[config.mk]
export PLATFORM = sky130hd
export DESIGN_NAME = prq_ctrl
export DESIGN_NICKNAME = d
export VERILOG_FILES = /design/src/rtl/prq_pkg.sv /design/src/rtl/prq_ctrl.sv
export SDC_FILE = /design/constraint.sdc
export NUM_CORES = 1
export LEC_CHECK = 0
export BUFFER_PORTS_ARGS = -buffer_cell sky130_fd_sc_hd__buf_4
export CORE_AREA = 3 3 40 42
export CTS_CLUSTER_DIAMETER = 80
export DETAILED_ROUTE_END_ITERATION = 16
export DIE_AREA = 0 0 43 45
export GPL_TIMING_DRIVEN = 0
export HOLD_SLACK_MARGIN = 0.08
export PLACE_DENSITY = 0.48
export SKIP_CTS_REPAIR_TIMING = 1
export SKIP_LAST_GASP = 1
export SYNTH_ARGS = -nofsm -noshare
export SYNTH_HDL_FRONTEND = slang
export SYNTH_SLANG_ARGS = --single-unit
[constraint.sdc]
create_clock -name clk -period 1.4 [get_ports clk]
set_clock_uncertainty 0.05 [all_clocks]
set_input_delay 0.14 -clock clk [delete_from_list [all_inputs] [get_ports clk]]
set_output_delay 0.14 -clock clk [all_outputs]
set_load 0.01 [all_outputs]
[src/rtl/prq_pkg.sv]
// Shared types and constants for the two-bank priority run queue.
package prq_pkg;

  localparam int CFG_W    = 5;
  localparam int PRIO_W   = 5;
  localparam int QLEVEL_W = 4;

  localparam logic [CFG_W-1:0] NUM_LEVELS_RST = 5'd4;

  localparam logic CMD_ADD  = 1'b0;
  localparam logic CMD_TAKE = 1'b1;

  // controller -> datapath
  typedef struct packed {
    logic accept;  // latch item, decode, issue queue-state read, bank swap
    logic update;  // queue-state read data valid: perform queue update
    logic grab;    // entry read data valid: capture popped id
    logic emit;    // move finished result into output register
  } ctl_t;

  // datapath -> controller
  typedef struct packed {
    logic early;   // result known at decode: range overflow or empty take
    logic take;    // latched item is a take
  } stat_t;

endpackage

[src/rtl/prq_ctrl.sv]
// Sequencing state machine for the run queue.
module prq_ctrl (
  input  logic            clk,
  input  logic            rst,
  input  logic            in_valid,
  output logic            in_stall,
  output logic            out_valid,
  input  logic            out_stall,
  output prq_pkg::ctl_t   ctl,
  input  prq_pkg::stat_t  st
);
  import prq_pkg::*;

  typedef enum logic [3:0] {
    S_IDLE  = 4'b0001,
    S_QREAD = 4'b0010,
    S_TREAD = 4'b0100,
    S_DONE  = 4'b1000
  } state_t;

  state_t state, state_next;
  logic   out_valid_next;
  logic   accept;
  logic   out_free;

  assign in_stall = (state != S_IDLE);
  assign accept   = in_valid && !in_stall;
  assign out_free = !out_valid || !out_stall;

  always_comb begin
    state_next     = state;
    out_valid_next = out_valid && out_stall;
    ctl            = '0;
    unique case (state)
      S_IDLE: begin
        if (accept) begin
          ctl.accept = 1'b1;
          state_next = st.early ? S_DONE : S_QREAD;
        end
      end
      S_QREAD: begin
        ctl.update = 1'b1;
        state_next = st.take ? S_TREAD : S_DONE;
      end
      S_TREAD: begin
        ctl.grab   = 1'b1;
        state_next = S_DONE;
      end
      S_DONE: begin
        if (out_free) begin
          ctl.emit       = 1'b1;
          out_valid_next = 1'b1;
          state_next     = S_IDLE;
        end
      end
      default: state_next = S_IDLE;
    endcase
  end

  always_ff @(posedge clk) begin
    if (rst) begin
      state     <= S_IDLE;
      out_valid <= 1'b0;
    end else begin
      state     <= state_next;
      out_valid <= out_valid_next;
    end
  end

endmodule

==> results of run 1 <==
## metal layers
metal  vias up  global-route usage
met4         0                   0
met2        12              0.1407
met5         -                   0
li1        148                   -
met3         0             0.05179
met1       140             0.09398
## state kept, by name (all words and copies together) (netlist names)
register / count
state: 4
out_valid: 1
## power breakdown
| part | internal (uW) | leakage [uW] | switching [uW] | total, uW |
|---|---|---|---|---|
| Sequential | 147 | 0.0000421 | 11.8 | 159 |
| Clock | 108 | 0.0000150 | 64.2 | 172 |
| Combinational | 48.5 | 0.000148 | 27.2 | 75.7 |
## cells in the mapped netlist, drive strengths merged, types with 2 or more instances
master / count
inv: 3
o21ai: 2
nor4b: 3
nand2: 2
nor3b: 2
and2b: 2
a21oi: 3
dfxtp: 5
## final cells by class
class	instances	area, um^2	share of cell area
tap	15	18.77	0.03989
inverter	3	11.26	0.02394
multi-input combinational	23	196.4	0.4176
timing repair buffer	13	110.1	0.2340
clock buffer	4	26.28	0.05585
sequential	5	107.6	0.2287
## logic make-up (layout without fill, tap and decap cells)
| logic type | count (synthesis) | count (layout) | synth area share |
|---|---|---|---|
| AO/OA/AOI/OAI | 8 | 8 | 0.1639 |
| AND/OR/NAND/NOR | 15 | 15 | 0.4714 |
| buffers and inverters | 3 | 20 | 0.03688 |
| flip-flops | 5 | 5 | 0.3279 |
## worst paths after layout
check,start,end,cells after the start
max,state[2],ctl[3],3
min,st[0],state[2],3
max reg2reg,state[2],state[1],3
min reg2reg,out_valid,out_valid,2
## per-stage QoR
| step | std cells | power [uW] | cell area, um^2 |
|---|---|---|---|
| after floorplan | 31 | 195.7 | 305.3 |
| after global placement | 57 | 226.7 | 406.6 |
| after detailed placement | 57 | 228.4 | 406.6 |
| after CTS | 61 | 404.7 | 432.9 |
| after global routing | 63 | 439.3 | 470.5 |
| final | 63 | 407.1 | 470.5 |
## tightest hold or removal path, stage by stage
cell	delay, ns
buf_4	0.11
inv_1	0.06
nor3b_1	0.05
==> summary.txt, run 1 <==
Critical path
  • Flop-to-flop setup slack: 0.26 ns
  • CP cell instances: nor4b_4 -> and2_4 -> buf_6
  • CP Class: reg -> out
  • CP startpoint kind: flip-flop
  • CP arrival: 1.21 ns
  • Critical Path RT: 1.21 ns
  • CP max FO: 8
  • CP Buf/Inv Count: 1
  • CP max-delay cell: dfxtp_4
  • Element type at the critical path end: output port
  • Max incr delay on CP: 0.37 ns
  • Delay-heaviest family, CP: simple AND/OR/NAND/NOR gates

Worst hold path
  • Hold Crit Class: in -> reg

Synthesis
  • Ys Warns: 0
  • Dominant cells by area after synthesis: dfxtp_1 33%, nor4b_4 16%, a21oi_1 4.9%
  • FFs w/ async S/R, synth: 0
  • Syn Nets: 37
  • EDFF count, synth: 0
  • Top FF cell, synth: dfxtp_1
  • Post-synthesis cell count: 31
  • Register area share after synthesis: 0.3279
  • Post-synth top area share: 0.3279
  • Yosys top cell by area: dfxtp_1
  • Synth unique cells: 20
  • Mean Syn Cell Area: 9.848 um^2
  • Post-Syn Area: 305.3 um^2
  • Synth Register Bits: 5

Finish
  • Ant diodes: 0
  • Fillers: 143
  • Commonest non-fill, non-tap cell in the layout: buf_4
  • Final core utilization: 0.3661
  • Final nets: 55
  • Share of cells above drive strength 1: 0.5000
  • Most frequent cells in the layout: 9 x buf_4, 3 x inv_1, 3 x a21oi_1, 3 x clkbuf_4, 3 x dfxtp_2
  • Synthesis-to-finish area growth: 54.10%

Route
  • Routed vias: 300
  • WL met3: 67 um
  • DR DRC count: 0
  • DR vias/cell: 4.762
  • Drt first pass iters: 2
  • Max layer used: met3
  • DRT met1 WL: 250 um
  • Starting DRT DRC Count: 4
  • Final antenna-violating net count: 0
  • WL/cell: 11.11 um
  • Final WL: 700 um
  • Met2 Wirelength: 383 um

STA
  • Crit path time final: 1.403 ns
  • Fmax: 0.7130 GHz
  • Max Transition Viols Final: 0
  • Final hold slack: 0.1087 ns
  • Setup TNS Final: -0.002617 ns
  • Final hold vios: 0
  • Tcrit/Tclk final: 1.002
  • Worst setup margin: -0.002617 ns
  • RSZ-0062 raised after global routing: yes
  • Worst-margin pin slew: 0.2556 ns
  • Slew margin rel.: 0.8272
  • Setup violations, final: 1

Clock tree
  • CTS tree: yes
  • Clk root buf: clkbuf_4
  • Sink Count: 5
  • Insertion delay to the later sink of the worst-skew pair: 0.25 ns
  • Number of H-tree levels: 1
  • CTS Buf Count: 3
  • Clk buf depth: 2
  • Clock transition at path regs: 0.04 ns

GRT
  • All-Layer GR Usage: 0.08243
  • Vias in the first global route: 274
  • Global route total overflow: 0
  • Initial antenna violation count: 0
  • Global-route wire length before repair: 1.173 mm
  • Largest net degree at the start of global routing: 9

Placement
  • RePlAce Congestion: 0.7122
  • Pre-CTS setup slack: 0.1613 ns
  • PortBufs: 11
  • Detail Placement HPWL: 550.3 um

Power and ir drop
  • LEAKAGE: 0.0002050 uW
  • Max VDD drop: 0.0005598 V
  • Pwr/cell area: 865.3 nW/um^2

Run status
  • Status: finished with violations
  • Violated checks: setup timing

Floorplanning
  • Die width: 43 um
  • Die Footprint: 1935 um^2
  • Die Y-Extent: 45 um
  • Core Area: 1285 um^2
  • Ports: 12
  • Row count: 13
  • Initial cell density of the core: 0.2376

Job
  • Max-Cap Viols: 0
(Power assumes the default switching activity.)
==> run 2, diff against run 1 <==
- HOLD_SLACK_MARGIN: 0.08 -> 0.12
==> summary.txt, run 2 (synthesis gave the netlist of run 1 again) <==
Critical path
  • CP arrival: 1.21 ns (about the same)
  • Element type at the critical path end: output port
  • Reg2reg path depth: 3 (unchanged)
  • Critical Path RT: 1.21 ns (about the same)
  • CP Class: reg -> out
  • CP Buf/Inv Count: 1 (unchanged)
  • CP startpoint kind: flip-flop
  • WP depth: 3 (unchanged)
  • CP cell instances: nor4b_4 -> and2_4 -> buf_6
  • CP max FO: 8 (unchanged)
  • Max incr delay on CP: 0.37 ns (about the same)
  • Delay-heaviest family, CP: simple AND/OR/NAND/NOR gates
  • CP max-delay cell: dfxtp_4

Floorplanning
  • Die width: 43 um (unchanged)
  • Ports: 12 (unchanged)
  • Initial cell density of the core: 0.2376 (unchanged)
  • Die Y-Extent: 45 um (unchanged)
  • Core Area: 1285 um^2 (unchanged)
  • Die Footprint: 1935 um^2 (unchanged)
  • Row count: 13 (unchanged)

Finish
  • Regs by FF count: state: 4 flops, out_valid: 1 flops
  • Share of cells above drive strength 1: 0.4898 (-0.01020)
  • Most flops, register: state
  • Cell area after layout: 480.5 um^2 (+2.1%)
  • Ant diodes: 0 (unchanged)
  • Fillers: 142 (-0.70%)
  • Synthesis-to-finish area growth: 57.38%
  • FF/Latch Area: 107.6 um^2 (unchanged)
  • Largest register FFs: 4 (unchanged)
  • Commonest non-fill, non-tap cell in the layout: buf_4
  • Final cell count without fillers: 64 (+1.6%)
  • Multi-input logic area: 196.4 um^2 (unchanged)
  • Final nets: 56 (+1.8%)
  • Final core utilization: 0.3739 (+0.007790)

STA
  • Worst setup margin: -0.003922 ns (-0.001305 ns)
  • Max Transition Viols Final: 0 (unchanged)
  • Tcrit/Tclk final: 1.003 (about the same)
  • Fmax: 0.7123 GHz (about the same)
  • Crit path time final: 1.404 ns (+0.001305 ns)
  • RSZ-0062 raised after global routing: yes
  • Final hold vios: 0 (unchanged)
  • Worst-margin pin slew: 0.2556 ns (unchanged)
  • Setup violations, final: 1 (unchanged)
  • Slew margin rel.: 0.8272 (unchanged)

GRT
  • Global-route wire length before repair: 1.173 mm (unchanged)
  • All-Layer GR Usage: 0.08243 (unchanged)
  • Largest net degree at the start of global routing: 9 (unchanged)
  • Initial antenna violation count: 0 (unchanged)
  • Vias in the first global route: 274 (unchanged)
  • Global route total overflow: 0 (unchanged)

Worst hold path
  • Hold Crit Class: in -> reg
  • Hold Path Cell Cnt: 3 (unchanged)

Placement
  • PortBufs: 11 (unchanged)
  • RePlAce Congestion: 0.7122 (unchanged)
  • Detail Placement HPWL: 550.3 um (unchanged)
  • Placed cells: 57 (unchanged)
  • Area of placed instances: 406.6 um^2 (unchanged)

Route
  • Starting DRT DRC Count: 4 (unchanged)
  • Final antenna-violating net count: 0 (unchanged)
  • Routed vias: 305 (+1.7%)
  • Final WL: 705 um (+0.71%)
  • DR vias/cell: 4.766 (about the same)
  • Drt first pass iters: 2 (unchanged)
  • WL/cell: 11.02 um (-0.86%)
  • DR DRC count: 0 (unchanged)

Power and ir drop
  • Max VDD drop: 0.0005598 V (about the same)
  • LEAKAGE: 0.0002091 uW (+2.0%)
  • Pwr/cell area: 852.1 nW/um^2 (-1.5%)

Clock tree
  • CTS tree: yes
  • Clk buf depth: 2 (unchanged)
  • Number of H-tree levels: 1 (unchanged)
  • Sink Count: 5 (unchanged)
  • CTS Buf Count: 3 (unchanged)
  • Clock transition at path regs: 0.05 ns (about the same)
  • Clk root buf: clkbuf_4
  • Insertion delay to the later sink of the worst-skew pair: 0.25 ns (about the same)

Run status
  • Status: finished with violations
  • Violated checks: setup timing

Job
  • Max-Cap Viols: 0 (unchanged)
[run 2: cell types whose count changed in the layout (fill, tap and decap cells not counted), sizes merged]
cell and change:
dlygate4sd3 +1
[run 2: layout make-up]
cell class | count | area share
sequential | 5 | 0.2240
tap | 15 | 0.03906
timing repair buffer | 14 | 0.2500
clock buffer | 4 | 0.05469
inverter | 3 | 0.02344
multi-input combinational | 23 | 0.4089
[run 2: worst paths after layout]
kind / from / slack (ns) / endpoint
setup / recovery: state[2] / -0.004 / ctl[3]
hold / removal: out_stall / 0.12 / out_valid
setup reg to reg: state[2] / 0.26 / state[1]
hold reg to reg: out_valid / 0.47 / out_valid
[run 2: power by group]
| group | total, uW | switching (uW) | internal [uW] |
|---|---|---|---|
| sequential | 159 | 11.8 | 147 |
| clock | 172 | 64.2 | 108 |
| combinational | 78.0 | 27.7 | 50.3 |
[run 2: routing by layer]
| layer | share of wire | up-vias | GRT usage |
|---|---|---|---|
| li1 | - | 150 | - |
| met1 | 0.35 | 143 | 0.09398 |
| met2 | 0.55 | 12 | 0.1407 |
| met3 | 0.10 | 0 | 0.05179 |
| met4 | 0 | 0 | 0 |
| met5 | 0 | - | 0 |
[run 2: through the flow]
| step | hold WS (ns) | total power (uW) | worst slack, ns | setup TNS (ns) |
|---|---|---|---|---|
| after detailed placement | 0.2648 | 228.4 | 0.1613 | 0 |
| after global placement | 0.2668 | 226.7 | 0.1869 | 0 |
| final | 0.1220 | 409.4 | -0.003922 | -0.003922 |
| after CTS | 0.008238 | 404.7 | -0.09832 | -0.2468 |
| after global routing | 0.1245 | 441.7 | -0.08912 | -0.1744 |
| after floorplan | 0.1588 | 195.7 | 0.2706 | 0 |
[run 2: tightest hold or removal path, stage by stage]
cell and delay [ns]:
buf_4 0.12, nand2_1 0.05, a21oi_1 0.06
==> run 3, diff against run 2 <==
--- a/config.mk
+++ b/config.mk
@@ -14,4 +14,5 @@
 export HOLD_SLACK_MARGIN = 0.12
 export PLACE_DENSITY = 0.48
+export REMOVE_ABC_BUFFERS = 1
 export SKIP_CTS_REPAIR_TIMING = 1
 export SKIP_LAST_GASP = 1
--- a/constraint.sdc
+++ b/constraint.sdc
@@ -3,3 +3,3 @@
 set_input_delay 0.14 -clock clk [delete_from_list [all_inputs] [get_ports clk]]
 set_output_delay 0.14 -clock clk [all_outputs]
-set_load 0.01 [all_outputs]
+set_load 0.05 [all_outputs]
==> summary.txt, run 3 (synthesis gave the netlist of run 1 again) <==
Run status
  • Status: finished with violations
  • Violated checks: setup timing

Clock tree
  • Sink Count: 5 (unchanged)
  • Clk buf depth: 2 (unchanged)
  • CTS tree: yes
  • Number of H-tree levels: 1 (unchanged)
  • CTS Buf Count: 3 (unchanged)
  • Insertion delay to the later sink of the worst-skew pair: 0.25 ns (about the same)
  • Clock transition at path regs: 0.05 ns (about the same)
  • Clk root buf: clkbuf_4

Route
  • DR DRC count: 0 (unchanged)
  • WL/cell: 11.06 um (+0.42%)
  • Final antenna-violating net count: 0 (unchanged)
  • Drt first pass iters: 4 (+2)
  • DR vias/cell: 4.692 (-1.5%)
  • Final WL: 719 um (+2.0%)
  • Routed vias: 305 (unchanged)
  • Starting DRT DRC Count: 3 (-1)

Finish
  • Ant diodes: 0 (unchanged)
  • Regs by FF count: state: 4 flops, out_valid: 1 flops
  • Fillers: 139 (-2.1%)
  • Commonest non-fill, non-tap cell in the layout: buf_4
  • Synthesis-to-finish area growth: 68.44%
  • Multi-input logic area: 206.4 um^2 (+5.1%)
  • Final nets: 57 (+1.8%)
  • Most flops, register: state
  • Largest register FFs: 4 (unchanged)
  • Cell area after layout: 514.2 um^2 (+7.0%)
  • Share of cells above drive strength 1: 0.5400 (+0.05020)
  • FF/Latch Area: 112.6 um^2 (+4.7%)

STA
  • Crit path time final: 1.446 ns (+0.04160 ns)
  • Worst-margin pin slew: 0.2730 ns (+0.01740 ns)
  • Setup TNS Final: -0.04552 ns (-0.04160 ns)
  • Fmax: 0.6918 GHz (-2.9%)
  • RSZ-0062 raised after global routing: yes
  • Setup violations, final: 1 (unchanged)
  • Tcrit/Tclk final: 1.033 (+0.02972)
  • Max Transition Viols Final: 0 (unchanged)
  • Slew margin rel.: 0.8172 (-0.009969)
  • Worst setup margin: -0.04552 ns (-0.04160 ns)
  • Final hold vios: 0 (unchanged)

Floorplanning
  • Die width: 43 um (unchanged)
  • Ports: 12 (unchanged)
  • Die Y-Extent: 45 um (unchanged)
  • Core Area: 1285 um^2 (unchanged)
  • Row count: 13 (unchanged)
  • Initial cell density of the core: 0.2376 (unchanged)
  • Die Footprint: 1935 um^2 (unchanged)

Critical path
  • CP Class: reg -> out
  • Element type at the critical path end: output port
  • Critical Path RT: 1.21 ns (about the same)
  • CP startpoint kind: flip-flop
  • CP max FO: 6 (-2)
  • CP arrival: 1.26 ns (+0.05 ns)

GRT
  • Largest net degree at the start of global routing: 9 (unchanged)
  • Initial antenna violation count: 0 (unchanged)
  • Global route total overflow: 0 (unchanged)
  • Global-route wire length before repair: 1.173 mm (unchanged)
  • Vias in the first global route: 274 (unchanged)
  • All-Layer GR Usage: 0.08243 (unchanged)

Worst hold path
  • Hold Crit Class: in -> reg

Power and ir drop
  • Net Sw Frac: 0.2958 (+0.04258)
  • Net Sw Power: 129.1 uW (+25%)
  • Clk network pwr share: 0.395 (-0.026)
  • Logic pwr share: 0.244 (+0.053)
  • Max VDD drop: 0.0005669 V (+1.3%)
  • P_int: 307.3 uW (+0.51%)
  • Pwr/cell area: 848.6 nW/um^2 (-0.42%)
  • Power share of the sequential group: 0.361 (-0.028)
  • LEAKAGE: 0.0002177 uW (+4.1%)

Job
  • Max-Cap Viols: 0 (unchanged)

Placement
  • RePlAce Congestion: 0.7122 (unchanged)
  • PortBufs: 11 (unchanged)
  • Area of placed instances: 406.6 um^2 (unchanged)
  • Detail Placement HPWL: 550.3 um (unchanged)
[run 3: cell count changes in the layout (fill, tap and decap cells not counted)]
cell     change
dfxtp_2      -2
dfxtp_4      +2
a21oi_1      -1
a21oi_2      +1
buf_4        -1
buf_6        +1
buf_8        +1
nor4b_1      -1
nor4b_2      +1
[run 3: cell type report]
type,instances,area share
Multi-Input combinational cell,23,0.4015
Sequential cell,5,0.2190
Timing Repair Buffer,15,0.2701
Clock buffer,4,0.05109
Inverter,3,0.02190
Tap cell,15,0.03650
[run 3: metal layers]
metal | GRT usage | vias to the layer above | wire length [um]
met3 | 0.05179 | 0 | 59
li1 | - | 154 | -
met2 | 0.1407 | 10 | 386
met1 | 0.09398 | 141 | 273
met4 | 0 | 0 | 0
met5 | 0 | - | 0
[run 3: worst paths after layout]
kind | from | to | slack, ns | cells after the start
max reg2reg | state[2] | state[1] | 0.26 | 3
min | out_stall | out_valid | 0.13 | 3
min reg2reg | out_valid | out_valid | 0.49 | 2
max | state[2] | ctl[3] | -0.05 | 3
[run 3: critical path, cell delays in order, from the launching register on]
cell and delay [ns]:
dfxtp_4 0.36, nor4b_4 0.31, and2_4 0.20, buf_8 0.14
[run 3: power by group through the flow]
stage | combinational [uW] | sequential [uW] | clock [uW]
floorplan | 58.9 | 161 | 0
global placement | 89.3 | 162 | 0
detailed placement | 90.5 | 162 | 0
CTS | 90.8 | 159 | 179
global route | 114 | 159 | 196
finish | 107 | 157 | 172
[run 3: per-stage QoR]
stage	util	total power [uW]	setup WS (ns)	hold slack, ns	instances
after global routing	0.4002	468.8	-0.1270	0.1293	65
final	0.4002	436.4	-0.04552	0.1256	65
after floorplan	-	219.8	-0.9145	0.1588	31
after CTS	0.3369	429.1	-0.1761	0.008238	61
after detailed placement	0.3165	252.8	0.08356	0.2648	57
after global placement	0.3165	251.1	0.1092	0.2668	57
